===== config.mk =====
export PLATFORM = sky130hd
export DESIGN_NAME = onewire_temperature_reader_unit_flat
export DESIGN_NICKNAME = d
export VERILOG_FILES = /design/src/sv/owt_pkg.sv /design/src/sv/owt_if.sv /design/src/sv/owt_core.sv /design/src/sv/onewire_temperature_reader_unit.sv /design/src/flat_wrapper.sv
export SDC_FILE = /design/constraint.sdc
export NUM_CORES = 1
export LEC_CHECK = 0
export ABC_AREA = 1
export BUFFER_PORTS_ARGS = -buffer_cell sky130_fd_sc_hd__buf_2
export CAP_MARGIN = 20
export CELL_PAD_IN_SITES_DETAIL_PLACEMENT = 1
export CELL_PAD_IN_SITES_GLOBAL_PLACEMENT = 1
export CORE_ASPECT_RATIO = 0.5
export CORE_MARGIN = 1
export CORE_UTILIZATION = 50
export CTS_CLUSTER_DIAMETER = 200
export CTS_CLUSTER_SIZE = 25
export DETAILED_ROUTE_END_ITERATION = 10
export HOLD_SLACK_MARGIN = 0.06
export PLACE_DENSITY_LB_ADDON = 0.1
export SKIP_CTS_REPAIR_TIMING = 1
export SYNTH_ARGS = -nofsm -noshare
export SYNTH_HDL_FRONTEND = slang
export SYNTH_SLANG_ARGS = --single-unit

===== constraint.sdc =====
create_clock -name clk_i -period 5.85 [get_ports clk_i]
set_clock_uncertainty 0.15 [all_clocks]
set_input_delay 0.8775 -clock clk_i [delete_from_list [all_inputs] [get_ports clk_i]]
set_output_delay 0.8775 -clock clk_i [all_outputs]
set_load 0.02 [all_outputs]

===== src/sv/owt_pkg.sv =====
package owt_pkg;

  localparam int unsigned WaitW  = 10;
  localparam int unsigned TimerW = 20;
  localparam int unsigned RawW   = 16;
  localparam int unsigned DegW   = 12;
  localparam int unsigned ByteW  = 8;
  localparam int unsigned BitW   = 3;

  localparam logic [WaitW-1:0]  WaitMsReset = 10'd200;
  localparam logic [TimerW-1:0] UsPerMs     = 20'd1000;

  localparam logic [ByteW-1:0] CmdSkipRom  = 8'hCC;
  localparam logic [ByteW-1:0] CmdConvert  = 8'h44;
  localparam logic [ByteW-1:0] CmdReadPad  = 8'hBE;

  localparam logic [TimerW-1:0] ResetUs    = 20'd500;
  localparam logic [TimerW-1:0] SlotUs     = 20'd60;
  localparam logic [TimerW-1:0] ShortUs    = 20'd5;
  localparam logic [TimerW-1:0] ReadTailUs = 20'd50;

  localparam logic [BitW-1:0] LastBit = 3'd7;

  typedef enum logic [4:0] {
    ST_IDLE = 5'd0,
    ST_R1L  = 5'd1,
    ST_R1H  = 5'd2,
    ST_W1L  = 5'd3,
    ST_W1H  = 5'd4,
    ST_W2L  = 5'd5,
    ST_W2H  = 5'd6,
    ST_WAIT = 5'd7,
    ST_R2L  = 5'd8,
    ST_R2H  = 5'd9,
    ST_W3L  = 5'd10,
    ST_W3H  = 5'd11,
    ST_W4L  = 5'd12,
    ST_W4H  = 5'd13,
    ST_RD0L = 5'd14,
    ST_RD0G = 5'd15,
    ST_RD0T = 5'd16,
    ST_RD1L = 5'd17,
    ST_RD1G = 5'd18,
    ST_RD1T = 5'd19
  } step_e;

  typedef struct packed {
    logic                   drive_low;
    logic                   busy_res;
    logic                   result_ready;
    logic [RawW-1:0]        raw_reading;
    logic signed [DegW-1:0] whole_degrees;
  } result_t;

  // Sixteenths of a degree to whole degrees, truncated toward zero.
  function automatic logic signed [DegW-1:0] to_degrees(input logic [RawW-1:0] raw);
    logic [RawW-1:0] mag;
    logic [DegW-1:0] whole;
    begin
      mag   = raw[RawW-1] ? (~raw + 16'd1) : raw;
      whole = mag[RawW-1:4];
      to_degrees = raw[RawW-1] ? $signed(~whole + 12'd1) : $signed(whole);
    end
  endfunction

endpackage


===== src/sv/owt_if.sv =====
interface owt_in_if;
  logic valid;
  logic ready;
  logic us_tick;
  logic start_request;
  logic line_level;

  modport source (output valid, output us_tick, output start_request, output line_level,
                  input ready);
  modport sink   (input valid, input us_tick, input start_request, input line_level,
                  output ready);
endinterface

interface owt_out_if;
  logic                                    valid;
  logic                                    ready;
  logic                                    drive_low;
  logic                                    busy_res;
  logic                                    result_ready;
  logic [owt_pkg::RawW-1:0]                raw_reading;
  logic signed [owt_pkg::DegW-1:0]         whole_degrees;

  modport source (output valid, output drive_low, output busy_res, output result_ready,
                  output raw_reading, output whole_degrees, input ready);
  modport sink   (input valid, input drive_low, input busy_res, input result_ready,
                  input raw_reading, input whole_degrees, output ready);
endinterface


===== src/sv/owt_core.sv =====
module owt_core (
  input  logic                         clk_i,
  input  logic                         rst_ni,
  input  logic                         step_i,
  input  logic                         us_tick_i,
  input  logic                         start_request_i,
  input  logic                         line_level_i,
  input  logic [owt_pkg::TimerW-1:0]   wait_limit_i,
  output owt_pkg::result_t             result_o
);

  owt_pkg::step_e                   st_q, st_d;
  logic [owt_pkg::BitW-1:0]         bit_q, bit_d;
  logic [owt_pkg::ByteW-1:0]        shift_q, shift_d;
  logic [owt_pkg::TimerW-1:0]       slot_q, slot_d;
  logic [owt_pkg::ByteW-1:0]        low_q, low_d;
  logic [owt_pkg::RawW-1:0]         raw_q, raw_d;

  always_ff @(posedge clk_i or negedge rst_ni) begin
    if (!rst_ni) begin
      st_q    <= owt_pkg::ST_IDLE;
      bit_q   <= '0;
      shift_q <= '0;
      slot_q  <= '0;
      low_q   <= '0;
      raw_q   <= '0;
    end else if (step_i) begin
      st_q    <= st_d;
      bit_q   <= bit_d;
      shift_q <= shift_d;
      slot_q  <= slot_d;
      low_q   <= low_d;
      raw_q   <= raw_d;
    end
  end

  always_comb begin
    logic [owt_pkg::TimerW-1:0] inc;
    logic                       wdone;
    logic                       rdone;
    logic                       ready;
    owt_pkg::step_e             wlow;

    st_d    = st_q;
    bit_d   = bit_q;
    shift_d = shift_q;
    slot_d  = slot_q;
    low_d   = low_q;
    raw_d   = raw_q;
    inc     = slot_q + 20'd1;
    wdone   = 1'b0;
    rdone   = 1'b0;
    ready   = 1'b0;
    wlow    = owt_pkg::ST_W1L;

    if (st_q == owt_pkg::ST_IDLE || st_q > owt_pkg::ST_RD1T) begin
      st_d = owt_pkg::ST_IDLE;
      if (start_request_i) begin
        st_d    = owt_pkg::ST_R1L;
        slot_d  = '0;
        bit_d   = '0;
        shift_d = '0;
      end
    end else if (us_tick_i) begin
      slot_d = inc;
      case (st_q)
        owt_pkg::ST_R1L, owt_pkg::ST_R2L: begin
          if (inc >= owt_pkg::ResetUs) begin
            st_d   = owt_pkg::step_e'(st_q + 5'd1);
            slot_d = '0;
          end
        end
        owt_pkg::ST_R1H, owt_pkg::ST_R2H: begin
          if (inc >= owt_pkg::ResetUs) begin
            st_d    = (st_q == owt_pkg::ST_R1H) ? owt_pkg::ST_W1L : owt_pkg::ST_W3L;
            shift_d = owt_pkg::CmdSkipRom;
            bit_d   = '0;
            slot_d  = '0;
          end
        end
        owt_pkg::ST_W1L, owt_pkg::ST_W2L, owt_pkg::ST_W3L, owt_pkg::ST_W4L: begin
          wlow = st_q;
          if (shift_q[0]) begin
            if (inc >= owt_pkg::ShortUs) begin
              st_d   = owt_pkg::step_e'(st_q + 5'd1);
              slot_d = '0;
            end
          end else if (inc >= owt_pkg::SlotUs) begin
            wdone = 1'b1;
          end
        end
        owt_pkg::ST_W1H, owt_pkg::ST_W2H, owt_pkg::ST_W3H, owt_pkg::ST_W4H: begin
          wlow  = owt_pkg::step_e'(st_q - 5'd1);
          wdone = (inc >= owt_pkg::SlotUs);
        end
        owt_pkg::ST_WAIT: begin
          if (inc >= wait_limit_i) begin
            st_d   = owt_pkg::ST_R2L;
            slot_d = '0;
          end
        end
        owt_pkg::ST_RD0L, owt_pkg::ST_RD1L: begin
          if (inc >= owt_pkg::ShortUs) begin
            st_d   = owt_pkg::step_e'(st_q + 5'd1);
            slot_d = '0;
          end
        end
        owt_pkg::ST_RD0G, owt_pkg::ST_RD1G: begin
          if (inc >= owt_pkg::ShortUs) begin
            shift_d = {line_level_i, shift_q[7:1]};
            st_d    = owt_pkg::step_e'(st_q + 5'd1);
            slot_d  = '0;
          end
        end
        owt_pkg::ST_RD0T, owt_pkg::ST_RD1T: begin
          rdone = (inc >= owt_pkg::ReadTailUs);
        end
        default: begin
          st_d = owt_pkg::ST_IDLE;
        end
      endcase
    end

    if (wdone) begin
      shift_d = {1'b0, shift_q[7:1]};
      slot_d  = '0;
      if (bit_q != owt_pkg::LastBit) begin
        bit_d = bit_q + 3'd1;
        st_d  = wlow;
      end else begin
        bit_d = '0;
        case (wlow)
          owt_pkg::ST_W1L: begin
            st_d    = owt_pkg::ST_W2L;
            shift_d = owt_pkg::CmdConvert;
          end
          owt_pkg::ST_W2L: st_d = owt_pkg::ST_WAIT;
          owt_pkg::ST_W3L: begin
            st_d    = owt_pkg::ST_W4L;
            shift_d = owt_pkg::CmdReadPad;
          end
          default: begin
            st_d    = owt_pkg::ST_RD0L;
            shift_d = '0;
          end
        endcase
      end
    end

    if (rdone) begin
      slot_d = '0;
      if (bit_q != owt_pkg::LastBit) begin
        bit_d = bit_q + 3'd1;
        st_d  = (st_q == owt_pkg::ST_RD0T) ? owt_pkg::ST_RD0L : owt_pkg::ST_RD1L;
      end else begin
        bit_d   = '0;
        shift_d = '0;
        if (st_q == owt_pkg::ST_RD0T) begin
          low_d = shift_q;
          st_d  = owt_pkg::ST_RD1L;
        end else begin
          raw_d = {shift_q, low_q};
          st_d  = owt_pkg::ST_IDLE;
          ready = 1'b1;
        end
      end
    end

    result_o.drive_low     = (st_d == owt_pkg::ST_R1L) || (st_d == owt_pkg::ST_R2L) ||
                             (st_d == owt_pkg::ST_W1L) || (st_d == owt_pkg::ST_W2L) ||
                             (st_d == owt_pkg::ST_W3L) || (st_d == owt_pkg::ST_W4L) ||
                             (st_d == owt_pkg::ST_RD0L) || (st_d == owt_pkg::ST_RD1L);
    result_o.busy_res      = (st_d != owt_pkg::ST_IDLE);
    result_o.result_ready  = ready;
    result_o.raw_reading   = raw_d;
    result_o.whole_degrees = owt_pkg::to_degrees(raw_d);
  end

endmodule


===== src/sv/onewire_temperature_reader_unit.sv =====
// Each beat accepted into the input register gives one result beat through the result register.
// Throughput: one beat per cycle; the input register and the result register
// both advance whenever the result register is empty or being taken.
// The sequencer state changes once per beat, in the cycle the beat leaves the input register.
// Reset (rst_ni low, asynchronous): sequencer idle, reading cleared to zero,
// conversion wait back to 200 ms, both registers empty.
module onewire_temperature_reader_unit (
  input  logic                        clk_i,
  input  logic                        rst_ni,
  owt_in_if.sink                      in_i,
  owt_out_if.source                   out_o,
  input  logic                        cfg_we_i,
  input  logic [owt_pkg::WaitW-1:0]   cfg_wdata_i
);

  logic                          in_vld_q;
  logic                          tick_q;
  logic                          start_q;
  logic                          line_q;
  logic                          out_vld_q;
  owt_pkg::result_t              res_q;
  owt_pkg::result_t              res_d;
  logic [owt_pkg::TimerW-1:0]    wait_limit_q;
  logic                          advance;

  assign advance  = in_vld_q && (!out_vld_q || out_o.ready);
  assign in_i.ready = !in_vld_q || advance;

  always_ff @(posedge clk_i or negedge rst_ni) begin
    if (!rst_ni) begin
      wait_limit_q <= owt_pkg::TimerW'({10'd0, owt_pkg::WaitMsReset} * owt_pkg::UsPerMs);
    end else if (cfg_we_i) begin
      wait_limit_q <= owt_pkg::TimerW'({10'd0, cfg_wdata_i} * owt_pkg::UsPerMs);
    end
  end

  always_ff @(posedge clk_i or negedge rst_ni) begin
    if (!rst_ni) begin
      in_vld_q  <= 1'b0;
      out_vld_q <= 1'b0;
    end else begin
      if (in_i.ready) begin
        in_vld_q <= in_i.valid;
      end
      if (advance) begin
        out_vld_q <= 1'b1;
      end else if (out_o.ready) begin
        out_vld_q <= 1'b0;
      end
    end
  end

  always_ff @(posedge clk_i) begin
    if (in_i.ready && in_i.valid) begin
      tick_q  <= in_i.us_tick;
      start_q <= in_i.start_request;
      line_q  <= in_i.line_level;
    end
    if (advance) begin
      res_q <= res_d;
    end
  end

  owt_core u_core (
    .clk_i           (clk_i),
    .rst_ni          (rst_ni),
    .step_i          (advance),
    .us_tick_i       (tick_q),
    .start_request_i (start_q),
    .line_level_i    (line_q),
    .wait_limit_i    (wait_limit_q),
    .result_o        (res_d)
  );

  assign out_o.valid         = out_vld_q;
  assign out_o.drive_low     = res_q.drive_low;
  assign out_o.busy_res      = res_q.busy_res;
  assign out_o.result_ready  = res_q.result_ready;
  assign out_o.raw_reading   = res_q.raw_reading;
  assign out_o.whole_degrees = res_q.whole_degrees;

endmodule


===== src/flat_wrapper.sv =====
// flat-port wrapper written by rule: the top's interface ports become plain ports
module onewire_temperature_reader_unit_flat 
  (clk_i, rst_ni, cfg_we_i, cfg_wdata_i, in_i_valid, in_i_us_tick, in_i_start_request, in_i_line_level, in_i_ready, out_o_valid, out_o_drive_low, out_o_busy_res, out_o_result_ready, out_o_raw_reading, out_o_whole_degrees, out_o_ready);
  owt_in_if in_i_i ();
  owt_out_if out_o_i ();
  input  logic clk_i;
  input  logic rst_ni;
  input  logic cfg_we_i;
  input  logic [owt_pkg::WaitW-1:0] cfg_wdata_i;
  input wire logic [$bits(in_i_i.valid)-1:0] in_i_valid;
  input wire logic [$bits(in_i_i.us_tick)-1:0] in_i_us_tick;
  input wire logic [$bits(in_i_i.start_request)-1:0] in_i_start_request;
  input wire logic [$bits(in_i_i.line_level)-1:0] in_i_line_level;
  output wire logic [$bits(in_i_i.ready)-1:0] in_i_ready;
  output wire logic [$bits(out_o_i.valid)-1:0] out_o_valid;
  output wire logic [$bits(out_o_i.drive_low)-1:0] out_o_drive_low;
  output wire logic [$bits(out_o_i.busy_res)-1:0] out_o_busy_res;
  output wire logic [$bits(out_o_i.result_ready)-1:0] out_o_result_ready;
  output wire logic [$bits(out_o_i.raw_reading)-1:0] out_o_raw_reading;
  output wire logic [$bits(out_o_i.whole_degrees)-1:0] out_o_whole_degrees;
  input wire logic [$bits(out_o_i.ready)-1:0] out_o_ready;
  assign in_i_i.valid = in_i_valid;
  assign in_i_i.us_tick = in_i_us_tick;
  assign in_i_i.start_request = in_i_start_request;
  assign in_i_i.line_level = in_i_line_level;
  assign in_i_ready = in_i_i.ready;
  assign out_o_valid = out_o_i.valid;
  assign out_o_drive_low = out_o_i.drive_low;
  assign out_o_busy_res = out_o_i.busy_res;
  assign out_o_result_ready = out_o_i.result_ready;
  assign out_o_raw_reading = out_o_i.raw_reading;
  assign out_o_whole_degrees = out_o_i.whole_degrees;
  assign out_o_i.ready = out_o_ready;
  onewire_temperature_reader_unit u_core (.clk_i(clk_i), .rst_ni(rst_ni), .in_i(in_i_i), .out_o(out_o_i), .cfg_we_i(cfg_we_i), .cfg_wdata_i(cfg_wdata_i));
endmodule

## Word-level counts from Yosys, hierarchy flattened

Index checks and enable logic that the tools add are counted.

| cells by class | value |
|---|---|
| $add $sub $neg | 6 |
| $mul | 1 |
| divide/modulo/power cells | 0 |
| $lt $le $gt $ge | 6 |
| equal/unequal tests | 32 |
| shift-type cells | 0 |
| mux-type cells | 65 |
| bitwise gates (word level) | 4 |
| reduce and logical (&&, ||, !) cells | 33 |

Operator list:

| operator | number |
|---|---|
| 2-to-1 mux 20 bit | 9 |
| one-hot mux 20 bit (4 select lines) | 1 |
| 2-to-1 mux 5 bit | 15 |
| 2-to-1 mux 8 bit | 9 |
| equality test 5 x 4 -> 1 bit (second input constant) | 13 |
| 2-to-1 mux 16 bit | 4 |
| >= comparator 20 x 6 -> 1 bit (second input constant) | 2 |
| equality test 5 x 3 -> 1 bit (second input constant) | 6 |
| one-hot mux 5 bit (6 select lines) | 1 |
| equality test 5 bit (second input constant) | 5 |
| 2-to-1 mux 3 bit | 8 |
| one-hot mux 8 bit (3 select lines) | 1 |
| adder 20 x 1 -> 20 bit (second input constant) | 1 |
| equality test 5 x 2 -> 1 bit (second input constant) | 4 |
| >= comparator 20 bit | 1 |
| >= comparator 20 x 3 -> 1 bit (second input constant) | 1 |
| >= comparator 20 x 9 -> 1 bit (second input constant) | 1 |
| multiplier 10 x 7 -> 17 bit (second input constant) | 1 |
| adder 16 x 1 -> 16 bit (second input constant) | 1 |
| NOT 16 bit | 1 |
| one-hot mux 8 bit (2 select lines) | 1 |
| OR reduction 4 bit | 4 |
| adder 12 x 1 -> 12 bit (second input constant) | 1 |
| 2-to-1 mux 12 bit | 1 |
| 26 further kinds | 55 |

| storage, ports and cells | value |
|---|---|
| register bits after elaboration | 113 |
| bits in latches | 0 |
| bits in writable memories | 0 |
| memory bits (read-only) | 0 |
| bits of input ports | 18 |
| word-level logic and storage cells | 164 |
| memories kept | 0 |

## Depth between registers and ports, before layout

Gate-level depths: netlist of run 1.

| logic depth | value |
|---|---|
| word-level depth | 18 |
| gate-level depth with buffers | 30 |
| mapped depth without buffers | 28 |

## Cells and area by module

From an unflattened synthesis of run 1, not the netlist that was laid out.

| second synthesis, totals | value |
|---|---|
| cells, all modules | 1448 |
| area total of the unflattened synthesis | 10168.5 sq um |

By module, submodules not included:

| module | times used | cells each | area each (sq um) |
|---|---|---|---|
| owt_core | 1 | 1080 | 6490.0 |
| onewire_temperature_reader_unit | 1 | 368 | 3678.5 |

## Worst setup path after synthesis of run 1

Ideal clock, no wire load.

| timing | value |
|---|---|
| path kind | input -> register |
| start | input port cfg_wdata_i[0] in the netlist's numbering |
| end | register u_core.wait_limit_q[18] in the netlist's numbering |
| library setup time | 0.083 ns |
| data arrival time | 4.799 ns |
| slack | 0.818 ns |
| cell stages on the path | 22 |
| path buffers | 0 |
| path through | fa_1 inv_1 fa_1 fa_1 inv_1 fa_1 ha_1 inv_1 o31ai_1 inv_1 nor2_1 o21ai_0 nand2_1 nand2_1 nand2_1 a21oi_1 o31ai_1 a21oi_1 nor2_1 nor2_1 xor2_1 o21ai_0 |

| on the way | value |
|---|---|
| longest elaborated chain between the ends | 1 |

Ends and longest elaborated chain:

| what | line | text |
|---|---|---|
| start, declared | flat_wrapper.sv:9 | `input logic [owt_pkg::WaitW-1:0] cfg_wdata_i;` |
| multiplier 10 x 7 -> 17 bit | onewire_temperature_reader_unit.sv:33 | `wait_limit_q <= owt_pkg::TimerW'({10'd0, cfg_wdata_i} * owt_pkg::UsPerMs);` |
| end signal, assigned | onewire_temperature_reader_unit.sv:31 | `wait_limit_q <= owt_pkg::TimerW'({10'd0, owt_pkg::WaitMsReset} * owt_pkg::UsPerMs);` |
| end signal, assigned | onewire_temperature_reader_unit.sv:33 |  |
| end, declared | onewire_temperature_reader_unit.sv:23 | `logic [owt_pkg::TimerW-1:0] wait_limit_q;` |

No other way between the ends.
A chain may end at the register's enable or synchronous reset.

## Final worst setup path of run 1

Same ends and word-level chain as after synthesis.

==> out/results.ini, run 1 <==
[critical_path]
slowest_delay_ns=0.57
cp.arrival_ns=5.52
cpLargestDelayFamily=adder cells
crit_type=in2reg
start_kind=primary input
cp.required_ns=6.04
slowest_stage=fa_1
path_cells=buf_2, fa_1, inv_1, fa_1, fa_1, inv_1, fa_1, ha_1, inv_1, o31ai_1, inv_1, nor2_1, o21ai_0, nand2_1, nand2_1, nand2_1, a21oi_1, o31ai_1, a21oi_1, nor2_1, nor2_1, xor2_1, o21ai_0
crit_buf_inv=5
cp_max_fo=5
crit_path_end_kind=register

[sta]
finalSetupViolCount=0
hold_viol_final=0
tns_ns=0
max_slew_margin=0.3743
max_slew.worst_pin.slew_ns=0.9288
post-route-period-util=0.9119
maxSlewViolCount=0
rsz0062_at_grt=false
max_freq_mhz=187.5
post-route-min-period_ns=5.335

[final_layout]
final_layout_size_suffix_gt1_frac=0.1392
nets=1444
area_growth_pct=11.04
final_core_util=0.5706
diodes=0
final_cells=1602

[synthesis]
yosys_warnings=0
synth_edf_count=34
synth_area_leader_cell=dfrtp_1
async_flop_share=0.6991
ys_top_cells_by_count=nand2_1 (311), inv_1 (175), o21ai_0 (139)
synth_flop_cell=dfrtp_1
ys_ff_latch=113
yosysMostFrequentCell=nand2_1
syn_area_um2=9518
yosysSeqAreaShare=0.3158
syn_avg_cell_area_um2=7.413
yosysTopAreaCellShare=0.1919
syn_nets=1398
ys_types=47
netlist_instances=1284
synthTopCellsByArea=dfrtp_1 (19%), nand2_1 (12%), edfxtp_1 (11%), ha_1 (8.7%), o21ai_0 (7.3%)

[grt]
grt_pass1_vias=9484
antenna_found_initial=0
grt_pass1_wl_um=47220
overflow=0
grt_max_degree=59
track_usage=0.3060

[power]
p_leak_uw=0.005123
vdd_drop_max_mv=0.2326
p_per_area_nw_per_um2=454.4

[floorplan]
start_util=0.5138
num_rows=35
die_y_um=99.56
die_x_um=197.1
fp.coreArea_um2=18520
io_pins=51
die_area_um2=19630

[place]
port_buffers=50
dp_hpwl_um=20830
dp.cells=1570
gp_congestion=0.8897

[route]
vias=8928
post_drt_wl_per_cell_um=17.71
routed_via_density=5.573
drt_iter0_drc=448
dr.pass1.iters=4
drt_wl_total_um=28370
postRouteAntennaNets=0
route.detailed.drc=0

[clock_tree]
htree_levels=4
cts_buffers=17
cts_tree=yes
cts.sinks=113
insertion_delay_ns=0.43
clock_path_buffers=2
clk_pin_slew_ns=0.06
cts_root_buf=clkbuf_16

[job]
max-cap-violations=0

[worst_hold_path]
hp-class=in2async

[outcome]
outcome=finished, final reports clean

-- area by class of cell --
type,instances,area [um^2]
clock inverters,14,140.1
repair buffers,58,312.8
fillers,2420,7955
inverters,190,713.2
multi-input cells,950,5644
clock buffers,18,429.2
well taps,259,324.1
flip-flops and latches,113,3005
-- path summary, 6_finish.rpt --
path                                         start                            end  slack [ns]  cells after the start
max                                 cfg_wdata_i[0]        u_core.wait_limit_q[18]        0.52                     23
min reg2reg                u_core.u_core.raw_q[14]        u_core.u_core.raw_q[14]        0.34                      2
max reg2reg                u_core.u_core.slot_q[0]  u_core.out_o.whole_degrees[8]        0.60                     24
max in group asynchronous                   rst_ni        u_core.u_core.slot_q[5]        4.27                      2
min                                         rst_ni        u_core.u_core.raw_q[14]        0.26                      1
min in group clk_i         u_core.u_core.raw_q[14]        u_core.u_core.raw_q[14]        0.34                      2
-- worst reg2reg max path, cell delays in order, from the launching register on --
cell and delay (ns):
dfrtp_1 0.50, ha_1 0.41, nand2_1 0.18, nor2_4 0.15
nand3_1 0.14, xor2_1 0.35, nand3_1 0.14, nor2_2 0.23
nand3_2 0.37, nand2_2 0.38, inv_2 0.19, nand2_2 0.12
o21ai_4 0.11, inv_2 0.38, nand2_2 0.14, xor2_2 0.18
inv_1 0.08, ha_1 0.21, nand2_1 0.11, nor2_4 0.16
nand2_1 0.10, nand2_1 0.08, nand2_1 0.05, nand2_1 0.06
inv_1 0.04
-- sequential cells by signal (all words and copies together), names as in the netlist --
name / count
u_core.u_core.slot_q: 20
u_core.wait_limit_q: 17
u_core.out_o.raw_reading: 16
u_core.u_core.raw_q: 16
u_core.out_o.whole_degrees: 12
u_core.u_core.low_q: 8
u_core.u_core.shift_q: 8
u_core.u_core.st_q: 5
u_core.u_core.bit_q: 3
u_core.in_vld_q: 1
u_core.line_q: 1
u_core.out_o.busy_res: 1
u_core.out_o.drive_low: 1
u_core.out_o.result_ready: 1
u_core.out_o.valid: 1
u_core.start_q: 1
u_core.tick_q: 1
-- routing by layer --
layer | vias to the layer above | global-route usage | routed length (um)
li1 | 4277 | - | -
met1 | 4469 | 0.3695 | 12540
met2 | 144 | 0.5654 | 14660
met3 | 38 | 0.04849 | 808
met4 | 0 | 0.08766 | 361
met5 | - | 0 | 0
-- per-stage QoR --
stage          hold slack, ns  total power, uW  setup WS, ns  area [um^2]
5_1_grt                0.2980             5152        0.1903        10570
6_report               0.2605             4802        0.5154        10570
3_3_place_gp           0.3187             3527        0.4429        10000
2_1_floorplan          0.2983             3041        0.8181         9518
4_1_cts                0.2752             4804        0.5692        10570
3_5_place_dp           0.3252             3686        0.1717        10000
-- kinds of logic (layout without fill, tap and decap cells) --
kind of cell | count (synthesis) | after routing | share of synthesized area
AOI/OAI and AO/OA | 235 | 235 | 0.1341
and+or+nand+nor | 599 | 599 | 0.2893
buffers and inverters | 221 | 280 | 0.09176
xor gates and xnor gates | 20 | 20 | 0.01919
DFF | 113 | 113 | 0.3158
adders and majority gates | 96 | 96 | 0.1499
-- power by group --
part	internal, uW	switching, uW	total [uW]	leakage (uW)
combinational	847	1720	2560	0.00346
sequential	1060	131	1190	0.00139
clock	624	422	1050	0.000272
-- layout by cell type, fill, tap and decap left out, types with 34 or more instances in the layout --
cell type and n:
nand3_1 75, inv_1 174, ha_1 66, nor2_1 102, dfrtp_1 73, nand2_1 311
nand2_2 35, buf_2 49, a21oi_1 37, o21ai_0 139, edfxtp_1 34
(Power assumes the default switching activity.)
==> inputs of run 2 (changes only) <==
Settings changed: BUFFER_PORTS_ARGS -buffer_cell sky130_fd_sc_hd__buf_2 to not set, CORE_UTILIZATION 50 to 52, DONT_BUFFER_PORTS set to 1, GPL_ROUTABILITY_DRIVEN set to 0.
==> run 2 against run 1 <==
Compared with the run above: wire length up 1.1%; utilization up 1.6 points; sequential power up 9%; largest cell class unchanged; final area down 2.0%; register-to-register slack better by 0.12 ns; die area down 3.8%; sequential share of layout area up 0.58 points; the flow now finishes with violations (design-rule violations); critical endpoint unchanged; non-clock buffer count down 50; worst setup slack better by 0.071 ns; total power up 0.74%.
==> out/results.ini, run 2 (synthesis results as in run 1) <==
[outcome]
outcome=finished, violations left
violations=design-rule violations

[critical_path]
slowest_delay_ns=0.56
path_cells=fa_1, inv_1, fa_1, fa_1, inv_1, fa_1, ha_1, inv_1, o31ai_1, inv_1, nor2_1, o21ai_0, nand2_1, nand2_1, nand2_1, a21oi_1, o31ai_1, a21oi_1, nor2_1, nor2_1, xor2_1, o21ai_0
cp.arrival_ns=5.45
crit_type=in2reg
crit_path_end_kind=register
slowest_stage=fa_1
cp_max_fo=5
cp.required_ns=6.04
cpLargestDelayFamily=adder cells
start_kind=primary input
crit_buf_inv=4

[floorplan]
die_x_um=193.3
die_y_um=97.67
fp.coreArea_um2=17650
io_pins=51
die_area_um2=18880
num_rows=34
start_util=0.5391

[place]
port_buffers=0
dp.cells=1494
dp_hpwl_um=20700

[power]
vdd_drop_max_mv=0.2346
p_seq_frac=0.268
switching_share=0.4738
p_sw_uw=2292
p_int_uw=2546
p_leak_uw=0.004957
power_frac_comb=0.497
p_per_area_nw_per_um2=467.0
clkPwrFrac=0.235

[clock_tree]
insertion_delay_ns=0.44
cts_root_buf=clkbuf_16
cts.sinks=113
clk_pin_slew_ns=0.06
clock_path_buffers=2
cts_tree=yes
htree_levels=4
cts_buffers=17

[route]
postRouteAntennaNets=0
post_drt_wl_per_cell_um=18.78
dr.pass1.iters=8
route.detailed.drc=6
drt_iter0_drc=481
routed_via_density=5.802
drt_wl_total_um=28680
vias=8859

[final_layout]
top_register=u_core.u_core.slot_q
final_cells=1527
nets=1394
final_layout_size_suffix_gt1_frac=0.1083
diodes=0
layout_common_cells=nand2_1 (311), inv_1 (174), o21ai_0 (139), nor2_1 (102), nand3_1 (75)
area_growth_pct=8.834
top_regs=u_core.u_core.slot_q (20), u_core.wait_limit_q (17)
final_core_util=0.5867
final_common_cell=nand2_1
largest_reg_flops=20

[sta]
rsz0062_at_grt=false
tns_ns=0
post-route-min-period_ns=5.263
maxSlewViolCount=0
max_slew.worst_pin.slew_ns=0.8924
post-route-period-util=0.8997
max_slew_margin=0.3988
max_freq_mhz=190.0
finalSetupViolCount=0
hold_viol_final=0

[grt]
overflow=0
grt_pass1_vias=9596
grt_pass1_wl_um=47730
antenna_found_initial=0
grt_max_degree=80
track_usage=0.3186

[worst_hold_path]
hp-class=in2async

[job]
max-cap-violations=0

[run 2: changes by cell type in the layout (fill, tap and decap cells not counted), sizes merged]
cell / previous run / this run
inv: 188 / 193
clkinv: 11 / 8
clkinvlp: 3 / 1
bufinv: 2 / 3
clkbuf: 18 / 17
buf: 58 / 8
[run 2: worst paths after layout]
check	cells after the start	from	slack, ns	end
max	22	cfg_wdata_i[0]	0.59	u_core.wait_limit_q[18]
min	0	rst_ni	0.14	u_core.wait_limit_q[17]
max reg2reg	27	u_core.u_core.st_q[0]	0.72	u_core.out_o.whole_degrees[10]
min reg2reg	2	u_core.wait_limit_q[11]	0.35	u_core.wait_limit_q[11]
max in group asynchronous	1	rst_ni	5.02	u_core.u_core.st_q[2]
min in group clk_i	2	u_core.wait_limit_q[11]	0.35	u_core.wait_limit_q[11]
[run 2: metrics by stage]
stage	hold WS (ns)	total power, uW	area, um^2	worst slack [ns]
final	0.1384	4838	10360	0.5868
after CTS	-0.02746	4832	10330	0.5975
after global placement	0.3180	3430	9708	0.6039
after global routing	0.1256	5193	10360	0.3069
after floorplan	0.2983	3041	9518	0.8181
after detailed placement	0.3343	3628	9708	0.2702
[run 2: worst register-to-register path, cell delays in order (launching register included)]
cell and delay, ns:
dfrtp_1 0.60, inv_1 0.24, ha_1 0.30, nand2_1 0.13, nand2_1 0.07, nand2_1 0.35, inv_1 0.17, nor2_1 0.21
inv_1 0.08, nor2_1 0.13, buf_4 0.25, nand2_2 0.09, buf_4 0.25, nand2_1 0.14, nand2_4 0.08, nor2_4 0.19
nand2_4 0.11, nor2_1 0.15, o21ai_0 0.16, nand2_1 0.15, ha_1 0.24, nand2_1 0.11, nor2_4 0.18, nand2_1 0.10
nand2_1 0.08, nand2_1 0.08, nand2_1 0.07, inv_1 0.04
[run 2: power groups by stage]
stage / sequential (uW) / combinational [uW] / clock (uW)
after global routing: 1320 / 2710 / 1170
after floorplan: 1250 / 1790 / 0
final: 1300 / 2410 / 1140
after detailed placement: 1310 / 2320 / 0
after global placement: 1290 / 2140 / 0
after CTS: 1300 / 2390 / 1140
[run 2: cell type report]
class | count | area (um^2)
clock buffers | 17 | 425.4
flip-flops and latches | 113 | 3005
repair buffers | 8 | 80.08
fillers | 2275 | 7296
clock inverters | 15 | 197.7
well taps | 234 | 292.8
multi-input cells | 950 | 5644
inverters | 190 | 713.2
[run 2: per-layer routing]
metal | global-route usage | share of wire | routed length (um)
met5 | 0 | 0 | 0
met1 | 0.3777 | 0.43 | 12460
met3 | 0.05935 | 0.039 | 1126
met2 | 0.5750 | 0.50 | 14370
met4 | 0.1231 | 0.025 | 719
==> inputs of run 3 (changes only) <==
--- a/config.mk
+++ b/config.mk
@@ -23,3 +23,4 @@
 export SYNTH_ARGS = -nofsm -noshare
 export SYNTH_HDL_FRONTEND = slang
+export SYNTH_HIERARCHICAL = 1
 export SYNTH_SLANG_ARGS = --single-unit
--- a/constraint.sdc
+++ b/constraint.sdc
@@ -3,3 +3,3 @@
 set_input_delay 0.8775 -clock clk_i [delete_from_list [all_inputs] [get_ports clk_i]]
 set_output_delay 0.8775 -clock clk_i [all_outputs]
-set_load 0.02 [all_outputs]
+set_load 0.005 [all_outputs]
==> run 3 against run 2 <==
Compared with the run above: the run now ends clean; sequential power decreased by 8%; area after synthesis grew 6.8%; synthesized cell count up 13%; clock-buffer cell count is the same; final area is 5.9% higher.
==> out/results.ini, run 3 <==
[clock_tree]
cts_tree=yes
cts_buffers=17
clk_pin_slew_ns=0.06
htree_levels=4
cts_root_buf=clkbuf_16
insertion_delay_ns=0.42
clock_path_buffers=2
cts.sinks=113

[critical_path]
r2r_cells=26
cp_max_fo=30
ff2ff_setup_slack_ns=0.86
cp.required_ns=5.88
crit_path_end_kind=register
reg2reg_to=u_core/out_o.whole_degrees[8]
cp.arrival_ns=5.02
reg2reg_from=u_core/u_core/slot_q[5]
start_kind=register
crit_type=reg2reg

[grt]
grt_pass1_vias=10549
busiest_layer=met2
track_usage=0.3258
gr-usage-met2=0.6247
use_met3=0.04583
grt_pass1_wl_um=51720
globalRouteMet1Util=0.3628
overflow=0
grt_max_degree=80
antenna_found_initial=0

[synthesis]
synthAdderAreaFrac=0.1457
yosysSeqAreaShare=0.2956
netlist_instances=1448
yosysMostFrequentCell=nand2_1
yosys_warnings=6
synth_top_family_by_area=simple AND/OR/NAND/NOR gates
synth_flop_cell=dfrtp_1
async_flop_share=0.6991
synthTopCellsByArea=dfrtp_1 (18%), nand2_1 (15%), edfxtp_1 (10%), inv_1 (8.9%), ha_1 (8.9%)
synth_mux_area_frac=0
synth-xor-area-share=0.01550
ys_ff_latch=113
syn_avg_cell_area_um2=7.022
synth_compound_area_frac=0.1146
yosysTopAreaCellShare=0.1796
syn_area_um2=10170
ys_top_cells_by_count=nand2_1 (418), inv_1 (241), o21ai_0 (117)
ys_types=50
synth_area_leader_cell=dfrtp_1
synth-simple-area-share=0.3182
synth_edf_count=34

[job]
max-cap-violations=0

[worst_hold_path]
hp-class=in2async

[route]
route.detailed.drc=0
drt_iter0_drc=429
routed_via_density=5.664
dr.pass1.iters=5
postRouteAntennaNets=0
vias=9713
post_drt_wl_per_cell_um=18.12
drt_wl_total_um=31080

[place]
dp_hpwl_um=23070
dpl-instance-area_um2=10390
port_buffers=0
dp.cells=1682

[final_layout]
area_growth_pct=7.912
final_common_cell=nand2_1
fill_cells=2474
nets=1562
diodes=0
top_register=u_core/u_core/slot_q
postLayoutCellArea_um2=10970
register_area_um2=3005
layout_common_cells=nand2_1 (418), inv_1 (241), o21ai_0 (117), nor2_1 (97), nand3_1 (91)
final_cells=1715
largest_reg_flops=20
top_regs=u_core/u_core/slot_q (20), u_core/wait_limit_q (17)
multiInputGateArea_um2=6062
final_core_util=0.5841
final_layout_size_suffix_gt1_frac=0.08997

[outcome]
outcome=finished, final reports clean

[sta]
max_freq_mhz=200.6
post-route-min-period_ns=4.985
finalSetupViolCount=0
tns_ns=0
rsz0062_at_grt=false
post-route-period-util=0.8522
maxSlewViolCount=0
hold_viol_final=0
max_slew.worst_pin.slew_ns=1.005
max_slew_margin=0.3301
hold_slack_ns=0.1455

[floorplan]
io_pins=51
start_util=0.5413
die_x_um=199.8
die_area_um2=20150
die_y_um=100.9
num_rows=35
fp.coreArea_um2=18790

[power]
p_per_area_nw_per_um2=436.2
p_leak_uw=0.005622
vdd_drop_max_mv=0.2639

## run 3: per-stage QoR
stage / setup slack, ns / power (uW)
after floorplan: 1.403 / 3074
after global placement: 1.351 / 3565
after detailed placement: 1.225 / 3738
after CTS: 1.020 / 4780
after global routing: 0.6460 / 5191
final: 0.8646 / 4786
## run 3: layout make-up
| cell class | instances | area share |
|---|---|---|
| repair buffers | 7 | 0.006613 |
| well taps | 259 | 0.02953 |
| clock buffers | 17 | 0.03877 |
| multi-input cells | 1051 | 0.5525 |
| flip-flops and latches | 113 | 0.2739 |
| clock inverters | 15 | 0.01220 |
| inverters | 253 | 0.08655 |
## run 3: worst max-delay path by stage
stage	startpoint	endpoint	slack, ns	cells past startpoint
5_1_grt	u_core/u_core/slot_q[5]	u_core/out_o.whole_degrees[8]	0.65	26
4_1_cts	u_core/u_core/slot_q[1]	u_core/out_o.whole_degrees[8]	1.02	27
2_1_floorplan	out_o_ready	u_core/u_core/slot_q[12]	1.40	9
6_report	u_core/u_core/slot_q[5]	u_core/out_o.whole_degrees[8]	0.86	26
3_3_place_gp	cfg_wdata_i[5]	u_core/wait_limit_q[19]	1.35	15
3_5_place_dp	u_core/u_core/slot_q[1]	u_core/out_o.whole_degrees[8]	1.23	27
## run 3: worst max-delay path, stage by stage, from the launching register on
cell and delay (ns):
dfrtp_1 0.57, nand2_1 0.12, nor2_1 0.33, nand2_1 0.23, nand2_1 0.11, nand2_1 0.12, nor2_1 0.21, nand2_1 0.11
nor2_2 0.16, nand3_2 0.34, nand2_4 0.37, inv_2 0.16, nand3_2 0.11, nand2_2 0.06, nand2_2 0.15, inv_2 0.23
nand2_1 0.16, nand2_1 0.07, nand2_1 0.10, ha_1 0.20, nand3_2 0.11, nor2_2 0.20, nand2_1 0.09, nand2_1 0.07
nand2_1 0.05, nand2_1 0.08, inv_1 0.05
## run 3: power by group
part	switching [uW]	total, uW	internal, uW
logic	1760	2580	826
registers	168	1200	1030
clock network	420	1010	587
total	2340	4790	2440
## run 3: kinds of logic (layout without fill, tap and decap cells)
group,after synthesis,after routing
compound gates,210,210
buf+inv,286,292
fa+ha+maj,101,101
simple gates,719,719
other cells,1,3
xor+xnor,18,18
flops,113,113
## run 3: layer usage
metal	vias up	wire length (um)
met3	71	998
met4	0	885
met2	229	16490
met5	-	0
li1	4623	-
met1	4790	12700
